File: config.mk
export PLATFORM = sky130hd
export DESIGN_NAME = audio_slot_select_decimator_core
export DESIGN_NICKNAME = d
export VERILOG_FILES = /design/src/design/assd_pkg.sv /design/src/design/assd_step.sv /design/src/design/audio_slot_select_decimator_core.sv
export SDC_FILE = /design/constraint.sdc
export NUM_CORES = 1
export LEC_CHECK = 0
export BUFFER_PORTS_ARGS = -buffer_cell sky130_fd_sc_hd__buf_2
export CAP_MARGIN = 30
export CELL_PAD_IN_SITES_DETAIL_PLACEMENT = 1
export CELL_PAD_IN_SITES_GLOBAL_PLACEMENT = 1
export CORE_MARGIN = 2
export CORE_UTILIZATION = 35
export DETAILED_ROUTE_END_ITERATION = 12
export GPL_ROUTABILITY_DRIVEN = 0
export PLACE_DENSITY_LB_ADDON = 0.05
export SYNTH_ARGS = -nofsm -noshare
export SYNTH_HDL_FRONTEND = slang
export SYNTH_SLANG_ARGS = --single-unit
File: constraint.sdc
create_clock -name i_clk -period 10.8 [get_ports i_clk]
set_clock_uncertainty 0.05 [all_clocks]
set_input_delay 0.54 -clock i_clk [delete_from_list [all_inputs] [get_ports i_clk]]
set_output_delay 0.54 -clock i_clk [all_outputs]
set_load 0.05 [all_outputs]
File: src/design/assd_pkg.sv
// ----------------------------------------------------------------------------
// assd_pkg
// Shared constants and types for the audio slot select decimator.
// ----------------------------------------------------------------------------
package assd_pkg;

    localparam int MAX_DETECT = 64;
    localparam int MAX_BLOCK  = 4096;

    localparam int SAMPLE_W = 16;
    localparam int WORD_W   = 32;
    localparam int BLK_W    = 13;
    localparam int DET_W    = 7;
    localparam int POS_W    = 12;
    localparam int ADDR_W   = $clog2(MAX_DETECT);
    localparam int SUM_W    = 21;
    localparam int CFG_W    = 13;
    localparam int CFG_IX_W = 1;

    localparam logic [CFG_IX_W-1:0] REG_BLOCK_WORDS  = 1'b0;
    localparam logic [CFG_IX_W-1:0] REG_DETECT_WORDS = 1'b1;

    localparam logic [BLK_W-1:0] BLOCK_WORDS_RST  = 13'd1000;
    localparam logic [DET_W-1:0] DETECT_WORDS_RST = 7'd64;

    typedef enum logic [1:0] {
        S_IDLE  = 2'b01,
        S_DRAIN = 2'b10
    } t_state;

    // per-word decode, produced by the step logic
    typedef struct packed {
        logic [BLK_W-1:0]  blk_m1;
        logic [DET_W-1:0]  det;
        logic [ADDR_W-1:0] addr;
        logic              endb;
        logic              emit;
        logic              store;
        logic              decide;
        logic              phase_n;
        logic              decided_n;
        logic [POS_W-1:0]  pos_n;
        logic [SUM_W-1:0]  even_n;
        logic [SUM_W-1:0]  odd_n;
    } t_step;

endpackage

File: src/design/assd_step.sv
// ----------------------------------------------------------------------------
// assd_step
// Per-word decode: clamps the block and detection lengths, locates the word
// in its block, updates the detection sums and makes the phase decision.
// ----------------------------------------------------------------------------
module assd_step (
    input  logic [assd_pkg::BLK_W-1:0]    i_cfg_blk,
    input  logic [assd_pkg::DET_W-1:0]    i_cfg_det,
    input  logic [assd_pkg::POS_W-1:0]    i_pos,
    input  logic [assd_pkg::SUM_W-1:0]    i_even,
    input  logic [assd_pkg::SUM_W-1:0]    i_odd,
    input  logic                          i_decided,
    input  logic                          i_phase,
    input  logic [assd_pkg::SAMPLE_W-1:0] i_sample,
    output assd_pkg::t_step               o_step
);
    import assd_pkg::*;

    logic [BLK_W-1:0]    blk;
    logic [DET_W-1:0]    det_c;
    logic [DET_W-1:0]    det;
    logic                restart;
    logic [POS_W-1:0]    p;
    logic [SUM_W-1:0]    even_b;
    logic [SUM_W-1:0]    odd_b;
    logic                decided_b;
    logic                in_win;
    logic [SAMPLE_W-1:0] mag;
    logic [SUM_W-1:0]    even_u;
    logic [SUM_W-1:0]    odd_u;

    always_comb begin
        if (i_cfg_blk < BLK_W'(2)) begin
            blk = BLK_W'(2);
        end else if (i_cfg_blk > BLK_W'(MAX_BLOCK)) begin
            blk = BLK_W'(MAX_BLOCK);
        end else begin
            blk = i_cfg_blk;
        end

        if (i_cfg_det == '0) begin
            det_c = DET_W'(1);
        end else if (i_cfg_det > DET_W'(MAX_DETECT)) begin
            det_c = DET_W'(MAX_DETECT);
        end else begin
            det_c = i_cfg_det;
        end
        det = ({{(BLK_W-DET_W){1'b0}}, det_c} > blk) ? blk[DET_W-1:0] : det_c;

        restart   = {1'b0, i_pos} >= blk;
        p         = restart ? '0 : i_pos;
        even_b    = restart ? '0 : i_even;
        odd_b     = restart ? '0 : i_odd;
        decided_b = restart ? 1'b0 : i_decided;

        in_win = {1'b0, p} < {{(BLK_W-DET_W){1'b0}}, det};
        mag    = i_sample[SAMPLE_W-1] ? (SAMPLE_W'(0) - i_sample) : i_sample;

        even_u = even_b;
        odd_u  = odd_b;
        if (!decided_b && in_win) begin
            if (p[0]) begin
                odd_u = odd_b + {{(SUM_W-SAMPLE_W){1'b0}}, mag};
            end else begin
                even_u = even_b + {{(SUM_W-SAMPLE_W){1'b0}}, mag};
            end
        end

        o_step.blk_m1 = blk - BLK_W'(1);
        o_step.det    = det;
        o_step.addr   = p[ADDR_W-1:0];
        o_step.endb   = {1'b0, p} == o_step.blk_m1;
        o_step.emit   = decided_b && (p[0] == i_phase);
        o_step.store  = !decided_b && in_win;
        o_step.decide = o_step.store
                        && ({1'b0, p} == {{(BLK_W-DET_W){1'b0}}, det} - BLK_W'(1));
        o_step.phase_n   = o_step.decide ? (odd_u > even_u) : i_phase;
        o_step.decided_n = o_step.endb ? 1'b0 : (decided_b || o_step.decide);
        o_step.pos_n     = o_step.endb ? '0 : p + POS_W'(1);
        o_step.even_n    = o_step.endb ? '0 : even_u;
        o_step.odd_n     = o_step.endb ? '0 : odd_u;
    end

endmodule

File: src/design/audio_slot_select_decimator_core.sv
// ----------------------------------------------------------------------------
// audio_slot_select_decimator_core
// Picks the live slot (even or odd word positions) of each capture block and
// streams its 16-bit samples.
// ----------------------------------------------------------------------------
// An ordinary word gives at most one sample. The word
// that closes the detection window gives the held samples of the chosen
// phase, up to 32; they are read one per cycle, unless the output stalls, from
// the 64-entry sample RAM, and the input is held off until the last of them
// is loaded into the output register. The sample RAM has no clearing pass.
module audio_slot_select_decimator_core (
    input  logic                          i_clk,
    input  logic                          i_rst_n,
    // configuration
    input  logic                          i_cfg_wr_en,
    input  logic [assd_pkg::CFG_IX_W-1:0] i_cfg_index,
    input  logic [assd_pkg::CFG_W-1:0]    i_cfg_data,
    // input stream
    input  logic                          i_s_axis_tvalid,
    output logic                          o_s_axis_tready,
    input  logic [assd_pkg::WORD_W-1:0]   i_s_axis_tdata,   // [31:0] capture_word
    // output stream
    output logic                          o_m_axis_tvalid,
    input  logic                          i_m_axis_tready,
    output logic signed [assd_pkg::SAMPLE_W-1:0] o_m_axis_tdata, // [15:0] sample
    output logic                          o_m_axis_tlast,   // run_last
    output logic [1:0]                    o_m_axis_tuser    // [0] phase, [1] block_last
);
    import assd_pkg::*;

    logic [BLK_W-1:0]    r_cfg_blk;
    logic [DET_W-1:0]    r_cfg_det;

    t_state              r_state;
    t_state              n_state;
    logic [POS_W-1:0]    r_pos;
    logic [SUM_W-1:0]    r_even;
    logic [SUM_W-1:0]    r_odd;
    logic                r_decided;
    logic                r_phase;

    logic [SAMPLE_W-1:0] r_mem [MAX_DETECT];
    logic [SAMPLE_W-1:0] r_rd_data;
    logic [DET_W-1:0]    r_rd_idx;
    logic                r_rd_pend;
    logic [DET_W-1:0]    r_issue_idx;
    logic [DET_W-1:0]    r_drain_det;
    logic [BLK_W-1:0]    r_drain_blk_m1;

    logic                r_o_valid;
    logic [SAMPLE_W-1:0] r_o_sample;
    logic                r_o_phase;
    logic                r_o_last;
    logic                r_o_blast;

    t_step               step;
    logic                out_free;
    logic                in_acc;
    logic                mem_load;
    logic                rd_issue;
    logic                drain_last;
    logic [SAMPLE_W-1:0] in_sample;

    assign in_sample = i_s_axis_tdata[WORD_W-1:WORD_W-SAMPLE_W];

    assd_step u_step (
        .i_cfg_blk (r_cfg_blk),
        .i_cfg_det (r_cfg_det),
        .i_pos     (r_pos),
        .i_even    (r_even),
        .i_odd     (r_odd),
        .i_decided (r_decided),
        .i_phase   (r_phase),
        .i_sample  (in_sample),
        .o_step    (step)
    );

    assign out_free        = !r_o_valid || i_m_axis_tready;
    assign o_s_axis_tready = (r_state == S_IDLE) && out_free;
    assign in_acc          = i_s_axis_tvalid && o_s_axis_tready;
    assign mem_load        = r_rd_pend && out_free;
    assign rd_issue        = (r_state == S_DRAIN) && (r_issue_idx < r_drain_det)
                             && (!r_rd_pend || mem_load);
    assign drain_last      = ({1'b0, r_rd_idx} + (DET_W+1)'(2)) >= {1'b0, r_drain_det};

    always_comb begin
        n_state = r_state;
        unique case (r_state)
            S_IDLE: begin
                if (in_acc && step.decide) begin
                    n_state = S_DRAIN;
                end
            end
            S_DRAIN: begin
                if (mem_load && drain_last) begin
                    n_state = S_IDLE;
                end
            end
            default: n_state = S_IDLE;
        endcase
    end

    // configuration and control state
    always_ff @(posedge i_clk) begin
        if (!i_rst_n) begin
            r_cfg_blk <= BLOCK_WORDS_RST;
            r_cfg_det <= DETECT_WORDS_RST;
            r_state   <= S_IDLE;
            r_pos     <= '0;
            r_even    <= '0;
            r_odd     <= '0;
            r_decided <= 1'b0;
            r_phase   <= 1'b0;
            r_rd_pend <= 1'b0;
            r_o_valid <= 1'b0;
        end else begin
            if (i_cfg_wr_en) begin
                unique case (i_cfg_index)
                    REG_BLOCK_WORDS:  r_cfg_blk <= i_cfg_data;
                    REG_DETECT_WORDS: r_cfg_det <= i_cfg_data[DET_W-1:0];
                    default: ;
                endcase
            end
            r_state <= n_state;
            if (in_acc) begin
                r_pos     <= step.pos_n;
                r_even    <= step.even_n;
                r_odd     <= step.odd_n;
                r_decided <= step.decided_n;
                r_phase   <= step.phase_n;
            end
            if (rd_issue) begin
                r_rd_pend <= 1'b1;
            end else if (mem_load) begin
                r_rd_pend <= 1'b0;
            end
            if ((in_acc && step.emit) || mem_load) begin
                r_o_valid <= 1'b1;
            end else if (i_m_axis_tready) begin
                r_o_valid <= 1'b0;
            end
        end
    end

    // drain bookkeeping and output payload
    always_ff @(posedge i_clk) begin
        if (in_acc && step.decide) begin
            r_issue_idx    <= {{(DET_W-1){1'b0}}, step.phase_n};
            r_drain_det    <= step.det;
            r_drain_blk_m1 <= step.blk_m1;
        end else if (rd_issue) begin
            r_issue_idx <= r_issue_idx + DET_W'(2);
        end
        if (in_acc && step.emit) begin
            r_o_sample <= in_sample;
            r_o_phase  <= r_phase;
            r_o_last   <= 1'b1;
            r_o_blast  <= step.endb;
        end else if (mem_load) begin
            r_o_sample <= r_rd_data;
            r_o_phase  <= r_phase;
            r_o_last   <= drain_last;
            r_o_blast  <= {{(BLK_W-DET_W){1'b0}}, r_rd_idx} == r_drain_blk_m1;
        end
    end

    // held sample RAM: written in the detection window, read during drain
    always_ff @(posedge i_clk) begin
        if (in_acc && step.store) begin
            r_mem[step.addr] <= in_sample;
        end
        if (rd_issue) begin
            r_rd_data <= r_mem[r_issue_idx[ADDR_W-1:0]];
            r_rd_idx  <= r_issue_idx;
        end
    end

    assign o_m_axis_tvalid = r_o_valid;
    assign o_m_axis_tdata  = r_o_sample;
    assign o_m_axis_tlast  = r_o_last;
    assign o_m_axis_tuser  = {r_o_blast, r_o_phase};

    a_rd_hold: assert property (@(posedge i_clk) disable iff (!i_rst_n)
        (r_rd_pend && !out_free) |=> (r_rd_pend && $stable(r_rd_data)))
        else $error("held read data lost under output stall");

    a_rd_phase: assert property (@(posedge i_clk) disable iff (!i_rst_n)
        mem_load |-> (r_rd_idx[0] == r_phase))
        else $error("drained sample from the wrong phase");

    a_issue_range: assert property (@(posedge i_clk) disable iff (!i_rst_n)
        rd_issue |-> (r_issue_idx < DET_W'(MAX_DETECT)))
        else $error("sample RAM read beyond the detection window");

    a_decided_pos: assert property (@(posedge i_clk) disable iff (!i_rst_n)
        r_decided |-> (r_pos != '0))
        else $error("phase decided at the start of a block");

endmodule

==> run summary <==
clock slew at reported path FFs -> 60 ps
most common cell in the synthesized netlist -> edfxtp_1
final setup TNS -> 0 ps
Critical Path RT -> 11260 ps
post-synthesis sequential area ratio -> 68.3%
Net Count, Synth -> 3055
Num CTS Buffers -> 132
actual slew at the worst max-slew pin -> 1040 ps
CTS tree -> built
vias in the first global route -> 29.6k
synthesized flop and latch total -> 1173
count of pins over their slew limit -> 0
CTS max path bufs -> 3
post-synth top area share -> 64.9%
total grt overflow -> 0
Post-synth EDFFs -> 1086
most frequent CP cell -> a21oi_1
fin cells -> 5101
routed length per instance -> 29.2 µm
Synth async-reset ratio -> 0%
proportion of layout cells with a drive suffix above 1 -> 25.5%
fmax -> 0.115 GHz
RSZ-0062 raised after global routing -> no
Die Wd -> 383 µm
H-tree depth -> 4
Post-Syn Instances -> 2913
Site Rows -> 139
maximum vdd drop -> 0.000163 V
CP Capture Type -> flip-flop
Core Area -> 0.143 mm²
Startpoint Class -> flip-flop
synthesized cell area -> 0.0503 mm²
Clock Sinks -> 1173
fillcell total -> 13.8k
Vias/cell -> 5.41
Final Power -> 10.1 mW
Post-synth top flop -> edfxtp_1
post-synth top area cell -> edfxtp_1
kind of critical path -> flip-flop to flip-flop
Final Hold Vio Count -> 0
Cell variety after synth -> 94
Clock Latency Late Sink -> 780 ps
WL final -> 149 mm
DIE AREA -> 0.147 mm²
drt first-iter violations -> 2122
I/O pin count -> 72
Initial Utilization -> 35.1%
Final WS setup -> 2090 ps
post-place setup slack -> 2110 ps
Tmin final -> 8710 ps
MaxCap Viol Count -> 0
worst rel slew slack -> 29.9%
crit path DAT -> 9160 ps
Yosys Warn Count -> 0
Setup Buffers After CTS -> 0
number of port buffers -> 55
initial antenna violation count -> 12
HPWL after DPL -> 91.9 mm
outcome -> completed
synth cell count leaders -> 1086 x edfxtp_1, 320 x mux4_2, 203 x nand2_1
Layout area overhead -> 15.3%
first-pass GRT wire length -> 215 mm
Worst Path Max Fanout -> 38
DP Cell Count -> 4843
largest net degree at the start of global routing -> 92
Detail Route Antenna Nets -> 0
DRC -> 0
synthesized area per cell -> 17.3 µm²
Die Span Y -> 383 µm
CP max stage delay -> 700 ps
slowest stage cell on the critical path -> a21o_2
Layout Nets -> 3230
final period utilization -> 80.6%
vias -> 27.6k
leakage -> 18.7 nW
top cells by area, synth -> edfxtp_1 65%, mux4_2 14%, dfxtp_1 3.5%
Total GRT Usage -> 20.6%
Initial DRT Pass Iterations -> 5
Setup violations, final -> 0
root buf cell -> clkbuf_16
Pwr Density -> 173 mW/mm²
Hold Path Class -> primary input to flip-flop
## cell usage in the layout (no fill, tap or decap), types with 13 or more instances in the layout
| cell type | count |
|---|---|
| edfxtp_1 | 1086 |
| mux4_2 | 320 |
| nand2_1 | 202 |
| clkbuf_16 | 136 |
| buf_4 | 117 |
| ha_1 | 90 |
| nor2_1 | 88 |
| dfxtp_1 | 83 |
| a21oi_1 | 79 |
| o21ai_0 | 79 |
| nand3_1 | 64 |
| buf_2 | 57 |
| nor2_2 | 54 |
| inv_1 | 53 |
| xnor2_1 | 50 |
| and2_1 | 36 |
| mux2i_1 | 31 |
| clkinv_1 | 31 |
| nor3_1 | 30 |
| clkbuf_1 | 30 |
| xor2_1 | 29 |
| a21o_1 | 24 |
| mux2_2 | 24 |
| nor2b_1 | 23 |
| clkinv_2 | 23 |
| and3_1 | 20 |
| or3_1 | 19 |
| nand4_1 | 17 |
| o21a_1 | 17 |
| a22oi_1 | 17 |
| nand2b_1 | 14 |
| dlygate4sd3_1 | 13 |
## stage by stage
stage | cell area, µm² | hold WS (ps) | util, %
2_1_floorplan | 50300 | 374 | -
6_report | 58000 | 75.4 | 40.5
3_5_place_dp | 53600 | 398 | 37.5
5_1_grt | 58000 | 56.5 | 40.5
3_3_place_gp | 53500 | 388 | 37.4
4_1_cts | 58000 | 10.6 | 40.5
## metal layers
layer / track usage (%) / up-vias / share of wire [%]
met2: 35.5 / 541 / 50
met3: 3.00 / 200 / 3.7
li1: - / 12045 / -
met5: 0 / - / 0
met4: 5.13 / 0 / 2.1
met1: 27.4 / 14801 / 44
## cells by family after synthesis
logic type,share of synthesized area (%)
adder cells (fa/ha/maj),2.42
XOR/XNOR,1.41
flip-flops,68.3
AND/OR/NAND/NOR,6.23
AO/OA/AOI/OAI,4.53
multiplexers,15.5
buffers and inverters,1.59
## layout make-up
cell class	count	area, µm²	area share, %
inverter	57	214	0.369
clock inverter	73	654	1.13
tap	1903	2380	4.11
clock buffer	168	3540	6.11
antenna	3	7.51	0.0129
sequential	1173	34400	59.3
multi-input combinational	1531	15400	26.5
timing repair buffer	193	1430	2.47
## sequential cells by signal (all words and copies together), names as in the netlist, 2 cells and up
| name | cells |
|---|---|
| r_pos | 12 |
| r_rd_data | 16 |
| r_drain_blk_m1 | 13 |
| r_even | 21 |
| r_issue_idx | 7 |
| r_cfg_blk | 13 |
| r_cfg_det | 7 |
| r_state | 2 |
| o_m_axis_tdata | 16 |
| r_mem | 1024 |
| r_odd | 21 |
| r_drain_det | 7 |
| r_rd_idx | 7 |
## critical path: cells and delay by family, from the launching register on
family / cells / cell delay, ps
AOI/OAI and AO/OA: 13 / 3610
xor gates and xnor gates: 2 / 300
adders and majority gates: 4 / 1170
buffers and inverters: 2 / 640
DFF: 1 / 400
muxes: 1 / 310
and+or+nand+nor: 8 / 1940
## where the power goes
group / internal, mW / leakage [nW] / switching (mW)
logic: 0.243 / 6.17 / 0.427
clock network: 2.49 / 2.04 / 1.88
registers: 4.99 / 10.5 / 0.0303
total: 7.72 / 18.7 / 2.34
## final timing paths
kind                                   start        endpoint  slack [ps]  depth (start not counted)
worst max-delay path            r_cfg_blk[7]  r_issue_idx[0]        2090                         30
worst min-delay path             i_cfg_wr_en    r_cfg_det[5]          80                          3
worst max register to register  r_cfg_blk[7]  r_issue_idx[0]        2090                         30
worst min register to register      r_odd[4]        r_odd[4]         400                          2
## repair_timing
action                                  CTS  global route
endpoints found under the setup margin    0             0
endpoints found under the hold margin    20             0
resized for setup                         0             0
hold buffers                             13             0
Note: power is estimated with default switching activity, not from simulation.
